[config.mk]
export PLATFORM = sky130hd
export DESIGN_NAME = stp_front
export DESIGN_NICKNAME = d
export VERILOG_FILES = /design/src/hdl/stp_pkg.sv /design/src/hdl/stp_front.sv
export VERILOG_INCLUDE_DIRS = /design/src /design/src/hdl
export SDC_FILE = /design/constraint.sdc
export NUM_CORES = 1
export LEC_CHECK = 0
export ABC_AREA = 1
export BUFFER_PORTS_ARGS = -buffer_cell sky130_fd_sc_hd__buf_2
export CAP_MARGIN = 20
export CORE_AREA = 2 2 71 73
export DETAILED_ROUTE_END_ITERATION = 16
export DIE_AREA = 0 0 73 75
export PLACE_DENSITY = 0.7
export SLEW_MARGIN = 20
export SYNTH_ARGS = -nofsm -noshare
export SYNTH_HDL_FRONTEND = slang
export SYNTH_SLANG_ARGS = --single-unit
export TNS_END_PERCENT = 100
[constraint.sdc]
create_clock -name vclk -period 1.3
set_input_delay 0.26 -clock vclk [all_inputs]
set_output_delay 0.26 -clock vclk [all_outputs]
set_load 0.01 [all_outputs]
[src/hdl/assert_macros.svh]
// assertion helpers shared by the timer pool modules
// each macro expects clk and rst_n in scope
`ifndef ASSERT_MACROS_SVH
`define ASSERT_MACROS_SVH

// property that must hold at every clock edge out of reset
`define STP_ASSERT(label, prop, msg) \
  label: assert property (@(posedge clk) disable iff (!rst_n) (prop)) else $error(msg);

// implication checked at every clock edge out of reset
`define STP_IMPLY(label, pre, post, msg) \
  label: assert property (@(posedge clk) disable iff (!rst_n) (pre) |-> (post)) else $error(msg);

`endif

[src/hdl/stp_pkg.sv]
// ----------------------------------------------------------------------------
// stp_pkg
// Shared types, constants and helpers of the software timer pool.
// ----------------------------------------------------------------------------
package stp_pkg;

  localparam int NUM_TIMERS = 64;
  localparam int SLOT_W     = $clog2(NUM_TIMERS);
  localparam int PTR_W      = SLOT_W + 1;
  localparam int GEN_W      = 8;
  localparam int HANDLE_W   = 14;
  localparam int CNT_W      = 32;
  localparam int TICKS_W    = 31;
  localparam int REQ_W      = 3;
  localparam int IN_DATA_W  = 88;
  localparam int OUT_DATA_W = 104;

  localparam logic [PTR_W-1:0] NONE_PTR    = PTR_W'(NUM_TIMERS);
  localparam logic [7:0]       MAX_INT_RST = 8'd10;

  // request codes
  localparam logic [REQ_W-1:0] REQ_START  = 3'd0;
  localparam logic [REQ_W-1:0] REQ_STOP   = 3'd1;
  localparam logic [REQ_W-1:0] REQ_SET    = 3'd2;
  localparam logic [REQ_W-1:0] REQ_RELOAD = 3'd3;
  localparam logic [REQ_W-1:0] REQ_PAUSE  = 3'd4;
  localparam logic [REQ_W-1:0] REQ_TICK   = 3'd5;
  localparam logic [REQ_W-1:0] REQ_READ   = 3'd6;

  typedef enum logic [2:0] {
    OP_START, OP_STOP, OP_SET, OP_RELOAD, OP_PAUSE, OP_TICK, OP_READ
  } op_t;

  // classified command passed from front to back
  typedef struct packed {
    op_t                op;
    logic [SLOT_W-1:0]  slot;
    logic               hzero;
    logic [15:0]        message;
    logic [15:0]        receiver;
    logic [TICKS_W-1:0] ticks;
    logic               periodic;
    logic               pause;
    logic [7:0]         elapsed;
  } cmd_t;

  // back-end status seen by the front end
  typedef struct packed {
    logic clearing;
  } stat_t;

  // one timer slot record
  typedef struct packed {
    logic signed [CNT_W-1:0] count;
    logic [TICKS_W-1:0]      reload;
    logic [15:0]             message;
    logic [15:0]             receiver;
    logic                    periodic;
    logic                    paused;
    logic [GEN_W-1:0]        gen;
    logic                    in_use;
  } rec_t;

  typedef enum logic [4:0] {
    S_CLEAR, S_IDLE, S_START, S_MOD, S_READ, S_STOP_CHK, S_WALK, S_WALK_NX,
    S_RELRD, S_REL1, S_REL2, S_REL3, S_TICK_ISS, S_TICK_EV, S_TICK_END,
    S_DRN_ISS, S_DRN_OUT
  } bst_t;

  // generation advance, skipping zero
  function automatic logic [GEN_W-1:0] gen_inc(input logic [GEN_W-1:0] g);
    logic [GEN_W-1:0] n;
    n = g + GEN_W'(1);
    if (n == '0) n = GEN_W'(1);
    return n;
  endfunction

  // handle of a slot: generation above slot index
  function automatic logic [HANDLE_W-1:0] handle_of(input logic [GEN_W-1:0] g,
                                                    input logic [SLOT_W-1:0] s);
    return HANDLE_W'({g, s});
  endfunction

endpackage

[src/hdl/stp_front.sv]
// ----------------------------------------------------------------------------
// stp_front
// Accepts request transactions, decodes them and drops requests with no effect.
// ----------------------------------------------------------------------------
`include "assert_macros.svh"

module stp_front
  import stp_pkg::*;
(
  input  logic                 clk,
  input  logic                 rst_n,
  input  logic                 in_tvalid,
  output logic                 in_tready,
  input  logic [IN_DATA_W-1:0] in_tdata,
  input  logic [REQ_W-1:0]     in_tuser,
  input  logic                 q_full,
  input  stat_t                stat,
  output logic                 q_push,
  output cmd_t                 q_cmd
);

  logic                accept;
  logic [HANDLE_W-1:0] handle;
  logic                drop;
  logic                seen_r;

  assign in_tready = !q_full && !stat.clearing;
  assign accept    = in_tvalid && in_tready;
  assign handle    = in_tdata[13:0];

  // field unpack
  always_comb begin
    q_cmd.slot     = handle[SLOT_W-1:0];
    q_cmd.hzero    = (handle == '0);
    q_cmd.message  = in_tdata[29:14];
    q_cmd.receiver = in_tdata[45:30];
    q_cmd.ticks    = in_tdata[76:46];
    q_cmd.periodic = in_tdata[77];
    q_cmd.pause    = in_tdata[78];
    q_cmd.elapsed  = in_tdata[86:79];
  end

  // request classification
  always_comb begin
    drop     = 1'b0;
    q_cmd.op = OP_START;
    unique case (in_tuser)
      REQ_START:  q_cmd.op = OP_START;
      REQ_STOP:   begin q_cmd.op = OP_STOP;   drop = q_cmd.hzero; end
      REQ_SET:    begin q_cmd.op = OP_SET;    drop = q_cmd.hzero; end
      REQ_RELOAD: begin q_cmd.op = OP_RELOAD; drop = q_cmd.hzero; end
      REQ_PAUSE:  begin q_cmd.op = OP_PAUSE;  drop = q_cmd.hzero; end
      REQ_TICK:   q_cmd.op = OP_TICK;
      REQ_READ:   q_cmd.op = OP_READ;
      default:    drop = 1'b1;
    endcase
  end

  assign q_push = accept && !drop;

  // tracks that the first transaction came in, for checking
  always_ff @(posedge clk) begin
    if (!rst_n) begin
      seen_r <= 1'b0;
    end else if (accept) begin
      seen_r <= 1'b1;
    end
  end

  `STP_IMPLY(a_no_accept_in_clear, stat.clearing, !in_tready, "ready during clear")
  `STP_IMPLY(a_push_needs_accept, q_push, accept && seen_r == seen_r, "push without accept")
  `STP_IMPLY(a_no_push_full, q_full, !q_push, "push into full queue")

endmodule

# Yosys cells after proc, flatten, opt, wreduce, memory -nomap -nowiden
# Cells that the tools add are included.
[classes]
mux = 2
reduce_logical = 10
n_eq_ne = 6
[ops]
columns = ["operator", "n"]
rows = [
  ["one-hot mux 3 bit (6 select lines)", 1],
  ["zero test 14 bit", 1],
  ["equality test 3 bit, second input constant", 3],
  ["equality test 3 x 2 -> 1 bit, second input constant", 2],
  ["OR reduction 4 bit", 1],
  ["equality test 3 x 1 -> 1 bit, second input constant", 1],
  ["logical AND 1 bit", 3],
  ["zero test 1 bit", 3],
  ["zero test 3 bit", 1],
  ["OR reduction 3 bit", 1],
  ["one-hot mux 1 bit (2 select lines)", 1],
]
[totals]
in_bits = 96
out_inout_bits = 85
regBits = 0
wordCells = 18

# Logic depth before layout (Yosys ltp)
# Gate-level depths: netlist (run 1).
[depth]
depth_word = 5
mapped_depth = 6
mapped_depth_nobuf = 6

# Least setup slack after synthesis (run 1)
# No wires, ideal clock.
[synth_path]
path_kind = "input to output"
start = "input port in_tdata[13]"
end = "output port q_push"
t_required_ps = 1040
path_stages = 5
arrival_time_ps = 758
path_buffers = 0
slack_ps = 282
path_cell_list = "or2_0 nor2_1 nand3_1 nand2_1 inv_1"
[synth_between]
elab_chain_len = 4
[synth_rtl]
columns = ["element", "line", "source"]
rows = [
  ["start, declared", "stp_front.sv:14", "input logic [IN_DATA_W-1:0] in_tdata,"],
  ["zero test 14 bit", "stp_front.sv:34", "q_cmd.hzero = (handle == '0);"],
  ["one-hot mux 1 bit (2 select lines)", "stp_front.sv:47", "unique case (in_tuser)"],
  ["zero test 1 bit", "stp_front.sv:59", "assign q_push = accept && !drop;"],
  ["logical AND 1 bit", "stp_front.sv:59", ""],
  ["end, declared", "stp_front.sv:18", "output logic q_push,"],
]
# No other way between the ends.

# Worst setup path in the final report (run 1)
[layout_path]
start = "input port in_tdata[12]"
end = "output port q_push"
# Same word-level chain as after synthesis.

==> results.py, run 1 <==
metrics = {
    "synth": {
        "syn-cell-area_um2": 718,
        "ys_seq_area_frac": 0,
        "synth_cell_types": 12,
        "avgSynthCellArea_um2": 6.78,
        "syn-num-nets": 202,
        "synth_top_area_share": 0.826,
        "synth_warnings": 0,
        "yosysTopAreaCell": "buf_4",
        "synthTopCellsByArea": "buf_4 83%, nor2_1 4.2%, nand2_1 3.7%",
        "syn_inst": 106,
    },
    "critical_path": {
        "critical_path_class": "primary input to output pin",
        "cp-start-kind": "primary input",
        "max_stage_delay_ns": 0.22,
        "path_depth": 7,
        "path_buf_inv": 3,
        "crit_family": "simple AND/OR/NAND/NOR gates",
        "worst_path_max_delay_cell": "or2_0",
        "cp.required_ns": 1.04,
        "cp.arrival_ns": 1.00,
        "cp_max_fo": 2,
        "cp-endpoint": "q_push",
        "crit_path_frequent_cell": "buf_6",
        "cp-end-kind": "output pin",
        "crit_start": "in_tdata[12]",
        "path_cells": "buf_6, or2_0, nor2_2, nand3_1, nand2_1, inv_1, buf_6",
    },
    "route": {
        "avgRoutedWirePerCell_um": 14.5,
        "dr.first_iter.drc_count": 8,
        "drcViolationCount": 0,
        "wl_um": 1640,
        "vias_per_cell": 3.52,
        "vias": 398,
        "drtAntennaViolNets": 0,
        "dr.pass1.iters": 2,
    },
    "placed_design": {
        "port_buffers": 32,
        "dp_hpwl_um": 1390,
        "placed_area_um2": 353,
        "gp_congestion": 0.626,
    },
    "die": {
        "start_util": 0.154,
        "boundaryPins": 181,
        "die_area_mm2": 0.00548,
        "die-height_um": 75,
        "die-width_um": 73,
        "core_area_mm2": 0.00466,
        "row_count": 25,
    },
    "layout": {
        "fin_nets": 157,
        "design.seq.count": 0,
        "insertedDiodeCount": 0,
        "syn_to_final_growth_pct": -47.6,
        "regArea_um2": 0,
        "final.clkbuf_count": 0,
        "fin_area_um2": 377,
        "drive_gt1_frac": 0.610,
    },
    "sta": {
        "period_share": 0.968,
        "setup_viol": 0,
        "period_minus_slack_ns": 1.26,
        "slew_headroom": 0.890,
        "drv_slew": 0,
        "max_freq_mhz": 794,
        "finalHoldViolCount": 0,
        "tightest_slew_ns": 0.164,
        "grt_setup_unrepaired": "true",
    },
    "grt": {
        "grt_pass1_vias": 434,
        "antenna_found_initial": 0,
        "grt_pass1_wl_um": 2210,
        "grt_usage": 0.0532,
        "grt_max_degree": 7,
        "grt.overflow.total": 0,
    },
    "power_and_ir_drop": {
        "p_leak_nw": 0.190,
        "power_density_mw_per_mm2": 239,
        "totalPowerFinal_mw": 0.0899,
        "max-vdd-ir-drop_mv": 0.0583,
    },
    "cts": {
        "cts_setup_buffers": 0,
        "hold_buffers": 0,
    },
    "status": {
        "status": "finished, final reports clean",
    },
    "flow_run": {
        "maxCapViolCount": 0,
    },
    "min_path": {
        "hold_class": "primary input to output pin",
    },
}
## cell usage in the layout, fill, tap and decap left out
master     n
a31oi_1    1
nor2_1     6
nand3_1    1
a21oi_1    1
and2_1     1
o21ai_0    1
buf_2     29
nor2_2     4
a21boi_0   2
buf_6      3
or2_0      1
inv_1      2
nand2_1    7
## synth_stat cells, drive strengths merged
cell type,instances
a21boi,2
a21oi,1
a31oi,1
and2,1
buf,79
inv,2
nand2,7
nand3,1
nor2,10
o21ai,1
or2,1
## area by class of cell
cell class                      count  area, um^2
Fill cell                         548        4280
Timing Repair Buffer               32         179
Multi-Input combinational cell     25         123
Tap cell                           54        67.6
Inverter                            2        7.51
## worst min path at each step
stage,start,endpoint,slack (ns),cells after the start
5_1_grt,in_tdata[68],q_cmd[32],0.52,0
4_1_cts,in_tdata[51],q_cmd[15],0.52,0
2_1_floorplan,q_full,in_tready,0.55,1
6_report,in_tdata[48],q_cmd[12],0.52,0
3_5_place_dp,in_tdata[51],q_cmd[15],0.52,0
3_3_place_gp,in_tdata[51],q_cmd[15],0.52,0
## metrics by stage
step                instances  hold WS (ns)  setup slack (ns)  TNS [ns]    util
CTS                       113         0.520           -0.0110   -0.0110  0.0776
global route              113         0.520           -0.0472   -0.0472  0.0808
finish                    113         0.520            0.0411         0  0.0808
floorplan                 106         0.550             0.282         0       -
detailed placement        113         0.520           -0.0890    -0.129  0.0757
global placement          113         0.520           -0.0859    -0.125  0.0757
## metal layers
metal,vias to the layer above,GRT usage,wire (um)
met5,-,0,0
met4,0,0.101,280
met3,34,0.0335,352
met2,76,0.0721,636
met1,136,0.0360,372
li1,152,-,-
## what timing repair did
action                                  CTS  global route
endpoints found under the setup margin    2             2
pin swaps                                 3             0
resized for setup                         2             3
## power by group
part           switching, mW  internal [mW]  leakage, nW
sequential                 0              0            0
combinational         0.0440         0.0459        0.190
clock                      0              0            0
total                 0.0440         0.0459        0.190
## logic make-up after synthesis
kind of cell           count (synthesis)  share of synthesized area
AOI/OAI and AO/OA                      5                     0.0435
and+or+nand+nor                       20                      0.120
buffers and inverters                 81                      0.836
Power figures use the tool's default switching activity.
==> run 2, diff against run 1 <==
--- a/config.mk
+++ b/config.mk
@@ -12,7 +12,6 @@
 export CORE_AREA = 2 2 71 73
 export DETAILED_ROUTE_END_ITERATION = 16
 export DIE_AREA = 0 0 73 75
-export PLACE_DENSITY = 0.7
 export SLEW_MARGIN = 20
 export SYNTH_ARGS = -nofsm -noshare
 export SYNTH_HDL_FRONTEND = slang
==> results.py, run 2 (same netlist as run 1, synthesis figures left out) <==
metrics = {
    "placed_design": {
        "pre_cts_ws_ns": -0.0302,
        "dp_hpwl_um": 1540,
        "gp_congestion": 0.572,
        "port_buffers": 32,
    },
    "critical_path": {
        "critical_path_class": "primary input to output pin",
        "cp.required_ns": 1.04,
        "cp.arrival_ns": 1.00,
        "cp-end-kind": "output pin",
        "worst_path_max_delay_cell": "or2_1",
        "path_buf_inv": 3,
        "cp_max_fo": 2,
        "max_stage_delay_ns": 0.22,
        "crit_family": "simple AND/OR/NAND/NOR gates",
        "path_cells": "buf_6, or2_1, nor2_2, nand3_1, nand2_1, inv_1, buf_2",
        "cp-start-kind": "primary input",
    },
    "cts": {
        "hold_buffers": 0,
    },
    "sta": {
        "period_minus_slack_ns": 1.26,
        "finalHoldViolCount": 0,
        "setup_viol": 0,
        "tightest_slew_ns": 0.152,
        "slew_headroom": 0.898,
        "drv_slew": 0,
        "finalWorstSetupSlack_ns": 0.0383,
        "period_share": 0.971,
        "max_freq_mhz": 793,
        "grt_setup_unrepaired": "true",
    },
    "route": {
        "vias": 380,
        "vias_per_cell": 3.36,
        "drtAntennaViolNets": 0,
        "dr.pass1.iters": 2,
        "avgRoutedWirePerCell_um": 15.3,
        "drcViolationCount": 0,
        "wl_um": 1730,
        "dr.first_iter.drc_count": 6,
    },
    "layout": {
        "design.seq.count": 0,
        "insertedDiodeCount": 0,
        "drive_gt1_frac": 0.627,
        "layout.cells.most_common": "buf_2",
        "utilization": 0.0795,
        "final.clkbuf_count": 0,
        "fin_nets": 157,
        "regArea_um2": 0,
        "final_cell_mix": "31 x buf_2, 7 x nand2_1, 6 x nor2_1",
        "syn_to_final_growth_pct": -48.4,
    },
    "power_and_ir_drop": {
        "power_density_mw_per_mm2": 251,
        "combPwrFrac": 1.000,
        "power_frac_clock": 0,
        "switchingPower_mw": 0.0478,
        "max-vdd-ir-drop_mv": 0.0540,
        "power.share.switching": 0.515,
        "pwr-share-seq": 0,
        "p_leak_nw": 0.189,
        "p_int_mw": 0.0451,
    },
    "grt": {
        "grt_pass1_vias": 408,
        "antenna_found_initial": 0,
        "grt_usage": 0.0557,
        "grt.overflow.total": 0,
        "grt_max_degree": 7,
        "grt_pass1_wl_um": 2190,
    },
    "die": {
        "row_count": 25,
        "die-width_um": 73,
        "core_area_mm2": 0.00466,
        "die_area_mm2": 0.00548,
        "start_util": 0.154,
        "boundaryPins": 181,
        "die-height_um": 75,
    },
    "status": {
        "status": "finished, final reports clean",
    },
    "flow_run": {
        "maxCapViolCount": 0,
    },
    "min_path": {
        "hold_class": "primary input to output pin",
    },
}
## run 2: cell type report
class,instances,area [um^2]
fill,541,4290
inverter,2,7.51
multi-input combinational,25,129
tap,54,67.6
timing repair buffer,32,166
## run 2: power groups by stage
stage	clock (mW)	sequential (mW)	combinational (mW)
2_1_floorplan	0	0	0.273
3_3_place_gp	0	0	0.0902
3_5_place_dp	0	0	0.0910
4_1_cts	0	0	0.0931
5_1_grt	0	0	0.105
6_report	0	0	0.0930
## run 2: stage by stage
stage / instance area [um^2] / instances / total power, mW / hold WS, ns / setup TNS (ns)
2_1_floorplan: 718 / 106 / 0.273 / 0.550 / 0
3_3_place_gp: 353 / 113 / 0.0902 / 0.520 / -0.0230
3_5_place_dp: 353 / 113 / 0.0910 / 0.520 / -0.0302
4_1_cts: 358 / 113 / 0.0931 / 0.520 / 0
5_1_grt: 370 / 113 / 0.105 / 0.520 / -0.0454
6_report: 370 / 113 / 0.0930 / 0.520 / 0
## run 2: layer usage
metal / vias up / global-route usage / part of all wire
li1: 150 / - / -
met1: 140 / 0.0328 / 0.22
met2: 56 / 0.0801 / 0.38
met3: 34 / 0.0509 / 0.27
met4: 0 / 0.0844 / 0.14
met5: - / 0 / 0
## run 2: final timing paths
| check | from | end | cells after the start |
|---|---|---|---|
| worst min-delay path | in_tdata[53] | q_cmd[17] | 0 |
| worst max-delay path | in_tdata[13] | q_push | 7 |
## run 2: timing repair
| item | 4_1_cts | 5_1_grt |
|---|---|---|
| resized for setup | 2 | 3 |
| setup buffers | 0 | 0 |
| pin swaps | 2 | 0 |
| setup endpoints to repair | 1 | 1 |
| cloned | 0 | 0 |
