## config.mk

```make
export PLATFORM = sky130hd
export DESIGN_NAME = stp_queue
export DESIGN_NICKNAME = d
export VERILOG_FILES = /design/src/hdl/stp_pkg.sv /design/src/hdl/stp_queue.sv
export VERILOG_INCLUDE_DIRS = /design/src /design/src/hdl
export SDC_FILE = /design/constraint.sdc
export NUM_CORES = 1
export LEC_CHECK = 0
export ABC_CLOCK_PERIOD_IN_PS = 12250
export BUFFER_PORTS_ARGS = -buffer_cell sky130_fd_sc_hd__buf_4
export CORE_MARGIN = 8
export CORE_UTILIZATION = 59
export CTS_BUF_LIST = sky130_fd_sc_hd__clkbuf_4 sky130_fd_sc_hd__clkbuf_8
export DETAILED_ROUTE_END_ITERATION = 10
export HOLD_SLACK_MARGIN = 0.05
export PLACE_DENSITY = 0.88
export SYNTH_ARGS = -nofsm -noshare
export SYNTH_HDL_FRONTEND = slang
export SYNTH_SLANG_ARGS = --single-unit
```

## constraint.sdc

```tcl
create_clock -name clk -period 12.25 [get_ports clk]
set_input_delay 1.8375 -clock clk [delete_from_list [all_inputs] [get_ports clk]]
set_output_delay 1.8375 -clock clk [all_outputs]
set_load 0.02 [all_outputs]
```

## src/hdl/assert_macros.svh

```systemverilog
// assertion helpers shared by the timer pool modules
// each macro expects clk and rst_n in scope
`ifndef ASSERT_MACROS_SVH
`define ASSERT_MACROS_SVH

// property that must hold at every clock edge out of reset
`define STP_ASSERT(label, prop, msg) \
  label: assert property (@(posedge clk) disable iff (!rst_n) (prop)) else $error(msg);

// implication checked at every clock edge out of reset
`define STP_IMPLY(label, pre, post, msg) \
  label: assert property (@(posedge clk) disable iff (!rst_n) (pre) |-> (post)) else $error(msg);

`endif

```

## src/hdl/stp_pkg.sv

```systemverilog
// ----------------------------------------------------------------------------
// stp_pkg
// Shared types, constants and helpers of the software timer pool.
// ----------------------------------------------------------------------------
package stp_pkg;

  localparam int NUM_TIMERS = 64;
  localparam int SLOT_W     = $clog2(NUM_TIMERS);
  localparam int PTR_W      = SLOT_W + 1;
  localparam int GEN_W      = 8;
  localparam int HANDLE_W   = 14;
  localparam int CNT_W      = 32;
  localparam int TICKS_W    = 31;
  localparam int REQ_W      = 3;
  localparam int IN_DATA_W  = 88;
  localparam int OUT_DATA_W = 104;

  localparam logic [PTR_W-1:0] NONE_PTR    = PTR_W'(NUM_TIMERS);
  localparam logic [7:0]       MAX_INT_RST = 8'd10;

  // request codes
  localparam logic [REQ_W-1:0] REQ_START  = 3'd0;
  localparam logic [REQ_W-1:0] REQ_STOP   = 3'd1;
  localparam logic [REQ_W-1:0] REQ_SET    = 3'd2;
  localparam logic [REQ_W-1:0] REQ_RELOAD = 3'd3;
  localparam logic [REQ_W-1:0] REQ_PAUSE  = 3'd4;
  localparam logic [REQ_W-1:0] REQ_TICK   = 3'd5;
  localparam logic [REQ_W-1:0] REQ_READ   = 3'd6;

  typedef enum logic [2:0] {
    OP_START, OP_STOP, OP_SET, OP_RELOAD, OP_PAUSE, OP_TICK, OP_READ
  } op_t;

  // classified command passed from front to back
  typedef struct packed {
    op_t                op;
    logic [SLOT_W-1:0]  slot;
    logic               hzero;
    logic [15:0]        message;
    logic [15:0]        receiver;
    logic [TICKS_W-1:0] ticks;
    logic               periodic;
    logic               pause;
    logic [7:0]         elapsed;
  } cmd_t;

  // back-end status seen by the front end
  typedef struct packed {
    logic clearing;
  } stat_t;

  // one timer slot record
  typedef struct packed {
    logic signed [CNT_W-1:0] count;
    logic [TICKS_W-1:0]      reload;
    logic [15:0]             message;
    logic [15:0]             receiver;
    logic                    periodic;
    logic                    paused;
    logic [GEN_W-1:0]        gen;
    logic                    in_use;
  } rec_t;

  typedef enum logic [4:0] {
    S_CLEAR, S_IDLE, S_START, S_MOD, S_READ, S_STOP_CHK, S_WALK, S_WALK_NX,
    S_RELRD, S_REL1, S_REL2, S_REL3, S_TICK_ISS, S_TICK_EV, S_TICK_END,
    S_DRN_ISS, S_DRN_OUT
  } bst_t;

  // generation advance, skipping zero
  function automatic logic [GEN_W-1:0] gen_inc(input logic [GEN_W-1:0] g);
    logic [GEN_W-1:0] n;
    n = g + GEN_W'(1);
    if (n == '0) n = GEN_W'(1);
    return n;
  endfunction

  // handle of a slot: generation above slot index
  function automatic logic [HANDLE_W-1:0] handle_of(input logic [GEN_W-1:0] g,
                                                    input logic [SLOT_W-1:0] s);
    return HANDLE_W'({g, s});
  endfunction

endpackage

```

## src/hdl/stp_queue.sv

```systemverilog
// ----------------------------------------------------------------------------
// stp_queue
// Two-entry command queue between the front and back ends.
// ----------------------------------------------------------------------------
`include "assert_macros.svh"

module stp_queue
  import stp_pkg::*;
(
  input  logic clk,
  input  logic rst_n,
  input  logic push,
  input  cmd_t push_cmd,
  output logic full,
  output logic valid,
  output cmd_t head,
  input  logic pop
);

  cmd_t       ent_r [2];
  logic       wp_r, wp_nxt;
  logic       rp_r, rp_nxt;
  logic [1:0] cnt_r, cnt_nxt;

  assign full  = (cnt_r == 2'd2);
  assign valid = (cnt_r != 2'd0);
  assign head  = ent_r[rp_r];

  // pointer and count update
  always_comb begin
    wp_nxt  = push ? !wp_r : wp_r;
    rp_nxt  = pop ? !rp_r : rp_r;
    cnt_nxt = cnt_r + 2'(push) - 2'(pop);
  end

  always_ff @(posedge clk) begin
    if (!rst_n) begin
      wp_r  <= 1'b0;
      rp_r  <= 1'b0;
      cnt_r <= 2'd0;
    end else begin
      wp_r  <= wp_nxt;
      rp_r  <= rp_nxt;
      cnt_r <= cnt_nxt;
    end
  end

  // entry storage
  always_ff @(posedge clk) begin
    if (push) begin
      ent_r[wp_r] <= push_cmd;
    end
  end

  `STP_IMPLY(a_pop_nonempty, pop, valid, "pop from empty queue")
  `STP_ASSERT(a_cnt_range, cnt_r != 2'd3, "queue count out of range")
  `STP_IMPLY(a_ptr_match, cnt_r == 2'd0 || cnt_r == 2'd2, wp_r == rp_r, "pointer mismatch")

endmodule

```

Word level (Yosys, flattened, before mapping)
Memories as Yosys holds them, arrays and structs flattened. A register that Yosys moved wholly into a read port is not among the register bits.
Cells that the tools add are included.
- register bits after elaboration: 4
- RAM bits: 166
- input port bits: 87
- output and inout port bits: 85
- logic and storage cells: 14
- memories kept: 1
- memory list (name ; depth ; width ; read ports ; clocked after Yosys merged registers in ; wr ports ; line ; RTL):
    ent_r ; 2 ; 83 ; 1 ; 1 ; 1 ; stp_queue.sv:20 ; cmd_t ent_r [2];
- add/subtract/negate cells: 2
- equal/unequal tests: 1
- mux-type cells: 4
- reduce and logical (&&, ||, !) cells: 3
- operators by type and width (operator ; count):
    1-bit two-way mux ; 4
    2-bit by 1-bit adder with 2-bit output ; 1
    2-bit == test (second input constant) ; 1
    1-bit logical NOT ; 2
    2-bit nonzero test ; 1
    2-bit by 1-bit subtractor with 2-bit output ; 1

Depth between registers and ports, before layout
Gate-level depths: netlist of run 1.
- word-level depth: 3
- gate-level depth with buffers: 6
- gate-level depth less buffers: 6

Worst setup path before layout of run 1
Ideal clock, no wire load.
- path kind: input -> register
- start point: input port push
- end point: memory ent_r[0][0] (netlist name) (enable)
- setup time: 0.536 ns
- arrival: 5.494 ns
- required time: 11.714 ns
- setup slack: 6.220 ns
- cell stages on the path: 1
- path buffers: 0
- cell sequence: nor2b_1
- longest elaborated chain between the ends: 2
- RTL lines (element ; line ; RTL):
    start, declared ; stp_queue.sv:12 ; input logic push,
    1-bit two-way mux ; stp_queue.sv:50 ; if (push) begin
    1-bit two-way mux (not written as such) ; stp_queue.sv:51 ; ent_r[wp_r] <= push_cmd;
    end, declared ; stp_queue.sv:20 ;
No other way between the ends.

==> results of run 1 <==
routing by layer:
| layer | wire length, microns | global-route usage | vias to the layer above |
|---|---|---|---|
| met1 | 4670 | 0.175 | 1530 |
| met2 | 6270 | 0.282 | 127 |
| li1 | - | - | 1459 |
| met5 | 0 | 0 | - |
| met3 | 1160 | 0.0740 | 11 |
| met4 | 97 | 0.0578 | 0 |
flip-flops by register name (all words and copies together) (netlist names), named ones only:
signal and flops:
rp_r 1, ent_r 166, wp_r 1, cnt_r 2
worst max-delay path, cell delays in order (launching register included):
cell	delay, ns
dfxtp_4	0.83
buf_4	0.70
mux2_2	0.42
buf_4	0.16
power breakdown:
part | switching [mW] | internal [mW] | leakage [nW] | total (mW)
Combinational | 0.0918 | 0.103 | 1.48 | 0.195
Clock | 0.179 | 0.176 | 0.170 | 0.355
Sequential | 0.0157 | 0.676 | 1.60 | 0.692
per-stage QoR:
step	power, mW	worst slack (ns)
after floorplan	0.826	6.22
final	1.24	7.82
after detailed placement	0.904	8.24
after global routing	1.29	7.68
after CTS	1.25	7.76
after global placement	0.896	8.28
cell usage in the layout (no fill, tap or decap):
cell type   count
buf_4         173
edfxtp_1      166
mux2_4         70
clkbuf_8       17
mux2_2         13
dfxtp_1         4
and2_1          3
nor2b_1         3
clkinvlp_4      3
clkinv_2        3
inv_1           2
ha_1            2
bufinv_16       2
clkinv_1        2
nor2b_4         1
or2_2           1
xor2_1          1
and2_4          1
o21a_1          1
xnor3_1         1
dfxtp_4         1
clkbuf_4        1
synthesized netlist by cell type (all sizes together):
| master | n |
|---|---|
| nor2b | 4 |
| inv | 2 |
| dfxtp | 5 |
| xor2 | 1 |
| ha | 2 |
| edfxtp | 166 |
| buf | 9 |
| mux2 | 83 |
| and2 | 4 |
| o21a | 1 |
| or2 | 1 |
| xnor3 | 1 |
cells by family (layout without fill, tap and decap cells):
group | after synthesis | in the layout | share of synthesized area
AO/OA/AOI/OAI | 1 | 1 | 0.00114
buffers and inverters | 11 | 203 | 0.0250
XOR/XNOR | 2 | 2 | 0.00476
multiplexers | 83 | 83 | 0.182
AND/OR/NAND/NOR | 9 | 9 | 0.00857
adder cells (fa/ha/maj) | 2 | 2 | 0.00381
flip-flops | 171 | 171 | 0.774
how the worst max path moves through the flow:
stage / from / end / slack, ns / cells past startpoint
3_5_place_dp: register / head[11] / 8.24 / 3
3_3_place_gp: register / head[7] / 8.28 / 3
4_1_cts: register / head[11] / 7.76 / 3
5_1_grt: register / head[11] / 7.68 / 3
2_1_floorplan: push / ent_r[0][0]$_DFFE_PP_ / 6.22 / 1
6_report: register / head[8] / 7.82 / 3
area by class of cell:
cell class	instances	area, sq um	share of cell area
clock buffers	18	241	0.0293
clock inverters	10	105	0.0127
inverters	2	7.51	0.000911
multi-input cells	97	1330	0.161
flip-flops and latches	171	5090	0.617
well taps	140	175	0.0212
repair buffers	173	1300	0.158
==> metrics, run 1 <==
run status completed; post-synthesis cell type count 15; Post-DP Area 0.00790 sq mm; WL/cell 20.0 microns; synthesized area 0.00657 sq mm; Pwr Density 151 mW/mm^2; Clock Tree Buf Depth 2; Crit Path Class register to output port; CORE AREA 0.0108 sq mm; Fin Hold WS 0.586 ns; beginning of the worst register-to-register path wp_r$_SDFFE_PN0P_; skew final 0.00673 ns; Clock Sinks 171; Port Buffers 171; area fraction of the dominant cell type after synthesis 0.759; Max Cap Viol 0; syn_area_per_cell 23.5 sq um; gate count of the mapped netlist 279; Residual DRC 0; CTS tree yes; dpl hpwl 8550 microns; largest net degree at the start of global routing 84; Initial Util 0.606; Fin. Hold Viols 0; post-synth top area cell edfxtp_1; clock root cell clkbuf_8; min-delay src rp_r$_SDFFE_PN0P_; fin cells 611; CTS Buf Count 17; initial antenna violation count 0; Syn Nets 368; number of global-route vias before repair 3,432; fillcell total 627; die width 121 microns; Post-Route WL 12,200 microns; DRT Pass-1 Iters 4; CP Launch Type register; fin util 0.761; die area 0.0148 sq mm; Vias 3,127; leakage dissipation 3.25 nW; Clock transition at path regs 0.07 ns; Seq/Total Area, Yosys 0.774; Final GP Congestion 0.693; post-CTS sizing 0; WP data required 10.41 ns; Tcrit/Tclk final 0.362; Worst IR Drop VDD 0.0898 mV; HP Class register to register; r2r setup slk 10.12 ns; setup TNS 0 ns; Antenna Diode Count 0; DR iter-0 viols 193; Warnings, synthesis 0; max-slew violation count 0; CP Capture Type output port; Placed Cells 583; global-route wire length before repair 18,100 microns; Data arrival, critical path 2.59 ns; DR vias/cell 5.12; Max Clock Freq 0.226 GHz; min Tclk post-route 4.43 ns; Setup violations, final 0; total track usage 0.164; fin nets 551; CTS Hold Bufs 0; remaining antenna violation count 0; clk_lat worst skew 0.43 ns; RSZ-0062 raised after global routing false; Slew @ Worst Pin 1.12 ns; ranking of synthesized cells by area edfxtp_1 76%, mux2_4 16%, mux2_2 2.2%; GRT Residual Overflow 0; H-tree levels 4; CP Max Fanout 43; Final Instance Area 0.00824 sq mm; DIE HEIGHT 121 microns; worst reg-to-reg path cell count 2; hold path depth 2; # IOs 172; area grow syn2layout 25.6%; post-CTS setup buffers 0; layout cells sized above 1 0.607; flops & latches, synth 171; max_slew headroom 0.257; std cell rows 38; worst r2r dst ent_r[0][2]$_DFFE_PP_
(Power assumes the default switching activity.)
==> run 2: changes to the inputs <==
Settings changed: ABC_CLOCK_PERIOD_IN_PS 12250 to 3700, CORE_UTILIZATION 59 to 49, PLACE_DENSITY 0.88 to 0.78.
Clock period 12.25 ns to 3.7 ns, I/O delays scaled along.
==> metrics, run 2 (synthesis results as in run 1) <==
remaining antenna violation count 0; critical path cell sequence buf_12 > mux2_2 > buf_4; Final Instance Area 0.00838 sq mm; fin util 0.636; CP Launch Type register; Largest regs ent_r: 166 flops, cnt_r: 2 flops; Clock transition at path regs 0.08 ns; pre-CTS WS 1.44 ns; Top delay family on crit path flip-flops; initial antenna violation count 0; number of global-route vias before repair 3,506; post-CTS setup buffers 0; max-slew violation count 0; clock root cell clkbuf_8; DIE HEIGHT 132 microns; # IOs 172; DR iter-0 viols 153; Clock Tree Buf Depth 2; Vias 3,171; GRT Residual Overflow 0; Clock Sinks 171; Port Buffers 171; DR WL met3 862 microns; Max Cap Viol 0; Hold Path Sink ent_r[1][21]$_DFFE_PP_; CP Capture Type output port; die area 0.0174 sq mm; Setup violations, final 0; worst r2r dst ent_r[1][15]$_DFFE_PP_; min Tclk post-route 2.69 ns; Tot Pwr 4.24 mW; clk_lat worst skew 0.44 ns; max_slew headroom 0.542; M1 wire length 4930 microns; r2r setup slk 1.94 ns; global-route wire length before repair 18,400 microns; H-tree levels 4; slack of the critical path 1.01 ns; beginning of the worst register-to-register path wp_r$_SDFFE_PN0P_; area grow syn2layout 27.7%; Top reg by flops ent_r; Tcrit/Tclk final 0.727; fillcell total 950; WL/cell 18.4 microns; WP data required 3.14 ns; Post-Route WL 12,000 microns; CORE AREA 0.0132 sq mm; fin nets 554; Slew @ Worst Pin 0.687 ns; Final GP Congestion 0.696; Crit Path Class register to output port; post-CTS sizing 0; top routing layer in use met4; metal2 WL 6000 microns; setup TNS 0 ns; Max Clock Freq 0.372 GHz; layout cells sized above 1 0.617; hold path depth 1; Residual DRC 0; skew final 0.00502 ns; commonest non-fill, non-tap cell in the layout buf_4; most frequent cells in the layout 175 x buf_4, 166 x edfxtp_1, 70 x mux2_4; leakage dissipation 3.30 nW; Antenna Diode Count 0; total track usage 0.138; DR vias/cell 4.85; Pwr Density 506 mW/mm^2; Fin. Hold Viols 0; CTS Hold Bufs 0; CP max-delay cell dfxtp_4; die width 132 microns; worst path buffer plus inverter count 2; run status completed; min-delay src push_cmd[21]; Data arrival, critical path 2.13 ns; CTS Buf Count 17; Worst IR Drop VDD 0.373 mV; dpl hpwl 8460 microns; CTS tree yes; worst reg-to-reg path cell count 2; CP Max Fanout 50; HP Class input pin to register; Post-DP Area 0.00798 sq mm; DRT Pass-1 Iters 4; RSZ-0062 raised after global routing false; flip-flop count of the largest register after layout 166; largest net degree at the start of global routing 52; Initial Util 0.498; critical path's largest stage delay 0.73 ns; std cell rows 42
## run 2: cell types whose count changed in the layout (fill, tap and decap cells not counted)
cell and delta:
clkbuf_4 -1, buf_4 +2, bufinv_16 +1, buf_12 +1
clkinv_1 -2, inv_6 +3, clkinv_4 +1, clkinv_2 +2
## run 2: per-layer routing
layer,global-route usage,vias up
met5,0,-
met4,0.0587,0
met3,0.0595,17
met2,0.230,130
met1,0.151,1559
li1,-,1465
## run 2: through the flow
step                      instances  hold WS, ns
after floorplan                 279        0.555
after global placement          622        0.559
after detailed placement        622        0.575
after CTS                       654        0.253
after global routing            654        0.251
final                           654        0.289
## run 2: how the worst max path moves through the flow
stage / start / to / slack (ns) / depth (start not counted)
global route: register / head[6] / 0.88 / 3
CTS: register / head[6] / 0.93 / 3
detailed placement: register / head[6] / 1.44 / 3
floorplan: push / ent_r[0][0]$_DFFE_PP_ / 0.52 / 1
finish: register / head[6] / 1.01 / 3
global placement: register / head[6] / 1.45 / 3
## run 2: layout make-up
type	instances	area, sq um	share of cell area
Inverter	2	7.51	0.000895
Multi-Input combinational cell	97	1330	0.158
Clock buffer	17	234	0.0279
Sequential cell	171	5090	0.607
Tap cell	176	220	0.0263
Timing Repair Buffer	176	1330	0.159
Clock inverter	15	173	0.0206
## run 2: where the power goes
| group | internal [mW] | switching (mW) | total [mW] |
|---|---|---|---|
| logic | 0.344 | 0.307 | 0.651 |
| clock network | 0.667 | 0.642 | 1.31 |
| registers | 2.24 | 0.0459 | 2.28 |
## run 2: worst reg2reg max path: stages (launching register included)
cell and delay, ns:
dfxtp_1 0.41, and2_4 0.62, buf_4 0.41
==> run 3: changes to the inputs <==
Settings changed: ABC_CLOCK_PERIOD_IN_PS 3700 to 2200.
Clock period 3.7 ns to 2.2 ns, I/O delays scaled along.
==> metrics, run 3 (synthesis results as in run 1) <==
fin nets 640; HP Class input pin to register; beginning of the worst register-to-register path wp_r$_SDFFE_PN0P_; leakage dissipation 3.67 nW; Clock Tree Buf Depth 2; Data arrival, critical path 1.64 ns; GRT Residual Overflow 0; setup TNS 0 ns; Top reg by flops ent_r; Final GP Congestion 0.696; WP data required 1.87 ns; layout cells sized above 1 0.536; std cell rows 42; Max Clock Freq 0.507 GHz; worst reg-to-reg path cell count 2; CTS Buf Count 17; Vias 3,478; Clock transition at path regs 0.08 ns; clock root cell clkbuf_8; Placed Cells 625; Final Instance Area 0.00924 sq mm; Tot Pwr 7.25 mW; Hold Path Sink ent_r[1][31]$_DFFE_PP_; die area 0.0174 sq mm; Setup violations, final 0; Clock Sinks 171; Slew @ Worst Pin 0.580 ns; global-route wire length before repair 20,600 microns; Reg area 0.00509 sq mm; Fin. Hold Viols 0; min-delay src push_cmd[31]; max_slew headroom 0.614; CORE AREA 0.0132 sq mm; H-tree levels 4; Tcrit/Tclk final 0.897; hold path depth 1; max-slew violation count 0; DRT Pass-1 Iters 4; Pwr Density 784 mW/mm^2; Port Buffers 171; Residual DRC 0; Post-Route WL 13,500 microns; die width 132 microns; most frequent cells in the layout 181 x buf_4, 166 x edfxtp_1, 77 x dlygate4sd3_1; DR iter-0 viols 208; commonest non-fill, non-tap cell in the layout buf_4; # IOs 172; CP Capture Type output port; worst r2r dst ent_r[1][6]$_DFFE_PP_; slack of the critical path 0.227 ns; Largest regs ent_r: 166 flops, cnt_r: 2 flops; CP Launch Type register; area grow syn2layout 40.8%; CTS tree yes; Crit Path Class register to output port; DIE HEIGHT 132 microns; number of global-route vias before repair 3,944; clk_lat worst skew 0.44 ns; flip-flop count of the largest register after layout 166; fin cells 739; pre-CTS WS 0.519 ns; remaining antenna violation count 0; largest net degree at the start of global routing 44; fillcell total 857; RSZ-0062 raised after global routing false; CP Max Fanout 29; area of the multi-input gates 0.00133 sq mm; Worst IR Drop VDD 0.632 mV; DR vias/cell 4.71; Post-DP Area 0.00804 sq mm; r2r setup slk 0.69 ns; WL/cell 18.2 microns; skew final 0.0122 ns; Max Cap Viol 0; dpl hpwl 8770 microns; total track usage 0.154; min Tclk post-route 1.97 ns; initial antenna violation count 1; Initial Util 0.498; run status completed
==> run 3: report_power, final <==
group          total, mW  internal [mW]  switching, mW
Combinational       1.28          0.698          0.580
Sequential          3.82           3.76         0.0571
Clock               2.15           1.15           1.00
==> run 3: timing repair <==
item / CTS / global route
resized for setup: 0 / 0
hold buffers: 73 / 4
setup buffers: 0 / 6
endpoints found under the setup margin: 0 / 17
endpoints found under the hold margin: 141 / 6
==> run 3: worst max-delay path by stage <==
stage	end	from	slack (ns)	cells past startpoint
after floorplan	ent_r[0][0]$_DFFE_PP_	push	0.17	1
after global placement	head[15]	register	0.54	3
after detailed placement	head[62]	register	0.52	3
after CTS	head[62]	register	0.03	3
after global routing	head[62]	register	0.16	3
final	head[62]	register	0.23	3
==> run 3: layer usage <==
| layer | global-route usage | vias to the layer above | routed length [microns] |
|---|---|---|---|
| li1 | - | 1638 | - |
| met1 | 0.151 | 1710 | 5090 |
| met2 | 0.277 | 117 | 7210 |
| met3 | 0.0633 | 13 | 1010 |
| met4 | 0.0664 | 0 | 161 |
| met5 | 0 | - | 0 |
==> run 3: per-stage QoR <==
step	util	hold WS [ns]
floorplan	-	0.429
global placement	0.609	0.515
detailed placement	0.609	0.517
CTS	0.694	0.0501
global route	0.701	0.0505
finish	0.701	0.0877
==> run 3: worst max-delay path, stage by stage (launching register included) <==
cell and delay, ns:
dfxtp_4 0.45, buf_12 0.26, mux2_4 0.33, buf_4 0.16
==> run 3: cell type report <==
class / instances / area share
sequential: 171 / 0.550
multi-input combinational: 97 / 0.144
tap: 176 / 0.0238
inverter: 2 / 0.000812
clock buffer: 21 / 0.0286
clock inverter: 9 / 0.0134
antenna: 1 / 0.000271
timing repair buffer: 262 / 0.239
